===== config.mk =====
export PLATFORM = sky130hd
export DESIGN_NAME = dmwtc_ctrl
export DESIGN_NICKNAME = d
export VERILOG_FILES = /design/src/rtl/dmwtc_pkg.sv /design/src/rtl/dmwtc_ctrl.sv
export SDC_FILE = /design/constraint.sdc
export NUM_CORES = 1
export LEC_CHECK = 0
export ABC_AREA = 1
export BUFFER_PORTS_ARGS = -buffer_cell sky130_fd_sc_hd__buf_4
export CORE_AREA = 2 2 39 41
export CTS_CLUSTER_SIZE = 24
export DETAILED_ROUTE_END_ITERATION = 12
export DIE_AREA = 0 0 41 43
export PLACE_DENSITY_LB_ADDON = 0.2
export SYNTH_ARGS = -nofsm -noshare
export SYNTH_HDL_FRONTEND = slang
export SYNTH_SLANG_ARGS = --single-unit

===== constraint.sdc =====
create_clock -name clk -period 1.45 [get_ports clk]
set_input_delay 0.3625 -clock clk [delete_from_list [all_inputs] [get_ports clk]]
set_output_delay 0.3625 -clock clk [all_outputs]
set_load 0.01 [all_outputs]

===== src/rtl/dmwtc_pkg.sv =====
// ----------------------------------------------------------------------------
// dmwtc_pkg
// Shared constants and controller/datapath interface types for the
// direct-mapped write-through cache core.
// ----------------------------------------------------------------------------
package dmwtc_pkg;

    localparam int unsigned MEM_WORDS       = 1024;
    localparam int unsigned MAX_LINES       = 16;
    localparam int unsigned MAX_BLOCK_WORDS = 8;

    localparam int unsigned DATA_W  = 32;
    localparam int unsigned ADDR_W  = 10;
    localparam int unsigned TAG_W   = 10;
    localparam int unsigned LINE_W  = $clog2(MAX_LINES);
    localparam int unsigned WORD_W  = $clog2(MAX_BLOCK_WORDS);
    localparam int unsigned MEM_AW  = $clog2(MEM_WORDS);
    localparam int unsigned CACHE_DEPTH = MAX_LINES * MAX_BLOCK_WORDS;
    localparam int unsigned CACHE_AW    = LINE_W + WORD_W;
    localparam int unsigned FILL_CNT_W  = WORD_W + 1;

    localparam int unsigned BWL_W = 2;
    localparam int unsigned LCL_W = 3;
    localparam logic [BWL_W-1:0] BWL_RESET = 2'd2;
    localparam logic [LCL_W-1:0] LCL_RESET = 3'd2;
    localparam logic [LCL_W-1:0] LCL_MAX   = LCL_W'(LINE_W);

    localparam int unsigned PADDR_W = 3;
    localparam int unsigned PDATA_W = 32;

    // register index codes, decoded from paddr[2]
    localparam logic REG_BLOCK_WORDS_LOG2 = 1'b0;
    localparam logic REG_LINE_COUNT_LOG2  = 1'b1;

    localparam int unsigned S_FIELDS_W = ADDR_W + DATA_W;
    localparam int unsigned S_TDATA_W  = ((S_FIELDS_W + 7) / 8) * 8;
    localparam int unsigned M_FIELDS_W = TAG_W + LINE_W + WORD_W + DATA_W;
    localparam int unsigned M_TDATA_W  = ((M_FIELDS_W + 7) / 8) * 8;

    typedef struct packed {
        logic take;
        logic lookup;
        logic fill;
        logic access;
        logic out_load;
        logic init_wr;
    } cmd_t;

    typedef struct packed {
        logic hit;
        logic fill_last;
        logic init_last;
        logic out_free;
    } status_t;

endpackage


===== src/rtl/dmwtc_ctrl.sv =====
// ----------------------------------------------------------------------------
// dmwtc_ctrl
// Sequencer: memory init sweep, lookup, block fill, access and result load.
// ----------------------------------------------------------------------------
module dmwtc_ctrl (
    input  logic               clk,
    input  logic               rst_n,
    input  logic               s_tvalid,
    output logic               s_tready,
    input  dmwtc_pkg::status_t status,
    output dmwtc_pkg::cmd_t    cmd
);

    typedef enum logic [5:0] {
        ST_INIT   = 6'b000001,
        ST_IDLE   = 6'b000010,
        ST_LOOKUP = 6'b000100,
        ST_FILL   = 6'b001000,
        ST_ACCESS = 6'b010000,
        ST_DONE   = 6'b100000
    } state_t;

    state_t state_reg;
    state_t state_next;

    always_ff @(posedge clk or negedge rst_n)
    begin
        if (!rst_n)
        begin
            state_reg <= ST_INIT;
        end
        else
        begin
            state_reg <= state_next;
        end
    end

    always_comb
    begin
        state_next = state_reg;
        cmd        = '0;
        s_tready   = 1'b0;
        case (state_reg)
            ST_INIT:
            begin
                cmd.init_wr = 1'b1;
                if (status.init_last)
                begin
                    state_next = ST_IDLE;
                end
            end
            ST_IDLE:
            begin
                s_tready = 1'b1;
                if (s_tvalid)
                begin
                    cmd.take   = 1'b1;
                    state_next = ST_LOOKUP;
                end
            end
            ST_LOOKUP:
            begin
                cmd.lookup = 1'b1;
                state_next = status.hit ? ST_ACCESS : ST_FILL;
            end
            ST_FILL:
            begin
                cmd.fill = 1'b1;
                if (status.fill_last)
                begin
                    state_next = ST_ACCESS;
                end
            end
            ST_ACCESS:
            begin
                cmd.access = 1'b1;
                state_next = ST_DONE;
            end
            ST_DONE:
            begin
                if (status.out_free)
                begin
                    cmd.out_load = 1'b1;
                    state_next   = ST_IDLE;
                end
            end
            default:
            begin
                state_next = ST_INIT;
            end
        endcase
    end

endmodule


Word level (Yosys, flattened, before mapping). Cells that the tools add are included.

Bits in registers: 6. Bits of input ports: 7.

Muxes and demuxes: 15. Equal/unequal tests: 10. Reductions and logical operators: 1.

Operators with widths (number): case mux 6 bit (6 select lines) (1); two-way mux 6 bit (4); two-way mux 1 bit (9); inequality test 2 bit (second input constant) (4); equality test 6 x 1 -> 1 bit (second input constant) (1); equality test 6 x 2 -> 1 bit (second input constant) (1); equality test 6 x 3 -> 1 bit (second input constant) (1); equality test 6 x 4 -> 1 bit (second input constant) (1); equality test 6 x 5 -> 1 bit (second input constant) (1); equality test 6 bit (second input constant) (1); two-way mux 5 bit (1); AND reduction 4 bit (1).

Logic depth before layout (Yosys ltp).
Word-level depth: 3. Mapped depth: 8. Gate-level depth less buffers: 8.

Worst setup path after synthesis. No wires, ideal clock.

Kind: register to output. Start: register state_reg[5]. End: output port cmd[5] (netlist bit). Stages on the path, launching flop included: 4. Slack: 0.197 ns. Path buffers: 0. Data required time: 1.087 ns. Data arrival time: 0.891 ns. Cell sequence: dfrtp_1 nor2_4 nand3_1 nor2_1.

RTL lines: from (decl) (line dmwtc_ctrl.sv:23) `state_t state_reg;`; from (signal assigned) (line dmwtc_ctrl.sv:34) `state_reg <= state_next;`; to (decl) (line dmwtc_ctrl.sv:11) `output dmwtc_pkg::cmd_t cmd`.

==> key figures <==
Setup path
  – Total buffers and inverters traversed by the critical path: 1
  – Worst reg2reg path endpoint: state_reg[4]
  – Setup crit end: cmd[2]
  – R2R Path Start: state_reg[0]
  – Startpoint type of the worst setup path: flop
  – Worst endpoint data arrival time: 1.23 ns
  – Length in cells of the worst reg-to-reg path: 7
  – Required time worst endpoint: 1.09 ns
  – Biggest cell delay along the critical path: 0.41 ns
  – Critical Path Fanout Max: 6
  – Crit end category: primary output
  – Setup Crit Path Kind: reg -> out
  – Max stage delay cell, worst path: dfrtp_1
  – Top delay family on crit path: simple AND/OR/NAND/NOR gates
  – Cell breakdown of the critical path: nor2_4 -> nand2_1 -> nor3_2 -> buf_4
  – Reg2Reg Setup Slack: 0.12 ns
  – Number of cells on the critical path: 4
  – Launching element of the worst setup path: state_reg[2]

Route
  – First-pass iteration count of the detailed router: 3
  – Violation count after the first detailed-route iteration: 5
  – Remaining DRCs: 0
  – Via count of the routed design: 427
  – Routed wire length: 1.03 mm
  – Vias per Instance: 4.19
  – Metal-1 WL: 454 um
  – Routed length per placed instance: 10.1 um
  – Metal2 WL: 543 um
  – Antenna Nets Post-Route: 0
  – Highest signal layer in the routed design: met3
  – Routed length on met3: 35 um

Timing
  – Unrepaired setup endpoints after global routing: true
  – Number of setup violations in the final report: 7
  – Relative slew slack: 87.9%
  – Clock Skews: 0.00256 ns
  – Final Hold Vio Count: 0
  – Final worst-path cycle share: 110%
  – Total negative setup slack: -0.766 ns
  – Slew of the pin with the lowest slew margin: 0.180 ns
  – Final min period: 1.59 ns
  – Max Clk Rate: 0.630 GHz
  – Final number of max-transition violations: 0
  – Worst setup margin: -0.138 ns

GRT
  – Global-route total usage across every layer: 14.8%
  – Initial antenna violation count: 0
  – GR Overflow Total: 0
  – Wire length of the first global-routing pass: 1.75 mm
  – Vias in the first global route: 407
  – Pin count of the biggest net entering global routing: 7

Synthesis
  – Syn nets: 64
  – Synth Area per Inst: 7.05 um^2
  – Yosys Warn Count: 0
  – Sequential cell area fraction in the yosys report: 37.7%
  – Number of flip-flops and latches in the synthesized netlist: 6
  – Library cell occupying the most area in the post-synthesis netlist: dfrtp_1
  – Syn Std Cell Area: 402 um^2
  – Yosys top cell area share: 31.2%
  – Count of cell types in the netlist: 15
  – Top cells by area, synth: dfrtp_1 (31%), inv_1 (11%), nand2_1 (10%), nor2_1 (9.3%), nor2_4 (8.4%)
  – Post-Syn Instances: 57

Place
  – Buffers added on ports: 13
  – Routability congestion estimate: 0.695
  – Worst setup slack after placement: 0.0862 ns
  – Half-perimeter wire length after detailed placement: 735 um

Clock tree
  – Clock latency on the worst-skew pair: 0.24 ns
  – Clk sink count: 6
  – Clock slew at the register clock pins of the worst setup and hold paths: 0.05 ns
  – Library cell used as clock root buffer: clkbuf_4
  – Num CTS Buffers: 3
  – Number of H-tree levels: 1
  – Clock tree from TritonCTS: built
  – Max Buffers Root-to-Sink: 2

Cells and area
  – Fillers: 143
  – Antenna diodes: 0
  – Post-layout net count: 94
  – Area Overhead vs Synth: 66.7%
  – Flip-flop count of the largest register after layout: 6
  – Layout cells sized above 1: 48.8%

Floorplan
  – Number of top-level pins: 14
  – Effective utilization at floorplan: 29.0%
  – Core box area: 0.00138 mm^2
  – DIE HEIGHT: 43 um
  – Die Wd: 41 um
  – Area enclosed by the die boundary: 0.00176 mm^2
  – Core Rows: 14

Run status
  – Failing checks: negative setup slack
  – Status: complete, but fails checks

Hold path
  – Type of the worst min-delay path: in -> reg

Job
  – Max Cap Violations: 0

Power
  – Ratio of total power to cell area: 1340 mW/mm^2
  – Worst IR drop on VDD: 0.737 mV
  – Leak: 0.370 nW
metal layers:
| metal | up-vias | global-route usage (%) |
|---|---|---|
| met2 | 7 | 21.6 |
| met4 | 0 | 8.00 |
| met5 | - | 0 |
| met3 | 0 | 1.57 |
| met1 | 188 | 20.4 |
| li1 | 232 | - |
cells by family after synthesis:
family                 share of synthesized area [%]
buffers and inverters                           12.1
AOI/OAI and AO/OA                               2.49
and+or+nand+nor                                 47.7
DFF                                             37.7
synth_stat cells, drive strengths merged:
library cell / instances
a21oi: 1
nand3: 3
nor2: 14
nand4: 4
nand2: 12
nor2b: 1
dfrtp: 5
inv: 13
o21ai: 1
dfstp: 1
nor3: 2
worst min path at each step:
stage	start	endpoint	slack, ns	cells after the start
after detailed placement	rst_n	state_reg[5]	0.17	1
after floorplan	rst_n	state_reg[1]	0.07	0
after global routing	status[3]	state_reg[3]	0.31	2
final	status[3]	state_reg[3]	0.32	2
after global placement	rst_n	state_reg[4]	0.17	1
after CTS	status[3]	state_reg[3]	0.31	2
metrics by stage:
step	area [um^2]	utilization (%)	hold WS, ns	power, W	instances
6_report	669	48.4	0.316	0.000900	102
5_1_grt	669	48.4	0.314	0.00100	102
4_1_cts	637	46.0	0.307	0.000833	100
3_5_place_dp	542	39.2	0.174	0.000627	89
3_3_place_gp	542	39.2	0.173	0.000621	89
2_1_floorplan	402	-	0.0669	0.000502	57
cell type report:
| cell class | count | area (um^2) | share of cell area (%) |
|---|---|---|---|
| well taps | 16 | 20.0 | 2.99 |
| clock buffers | 4 | 26.3 | 3.93 |
| inverters | 13 | 48.8 | 7.29 |
| repair buffers | 25 | 198 | 29.5 |
| multi-input cells | 38 | 224 | 33.5 |
| flip-flops and latches | 6 | 153 | 22.8 |
worst reg2reg max path, delay by kind of cell (launching register included):
family	cells	cell delay (ns)
AND/OR/NAND/NOR	4	0.27
AO/OA/AOI/OAI	1	0.13
flip-flops	1	0.57
buffers and inverters	2	0.24
power by group:
group          switching (W)  total, W  internal [W]
clock              0.0000597  0.000164      0.000104
sequential         0.0000538  0.000271      0.000218
combinational       0.000252  0.000465      0.000212
total               0.000366  0.000900      0.000534
placed cells by master, fill, tap and decap left out:
cell type       n
inv_2           3
dfrtp_2         1
nand2_1        11
buf_6           2
a21oi_1         1
buf_4          22
nor2_1          9
o21ai_0         1
nand2_2         1
dfrtp_1         4
nand3_2         2
nand4_1         4
dlygate4sd3_1   1
nor2_4          5
nor2b_1         1
clkbuf_1        1
nor3_2          2
nand3_1         1
inv_1          10
dfstp_2         1
clkbuf_4        3
repair_timing:
| item | 4_1_cts | 5_1_grt |
|---|---|---|
| setup endpoints to repair | 7 | 7 |
| setup buffers | 6 | 2 |
| gates resized for setup | 3 | 7 |
| hold endpoints to repair | 5 | 0 |
| cloned | 0 | 0 |
| hold buffers | 1 | 0 |
| pin swaps | 2 | 6 |
(Power assumes the default switching activity.)
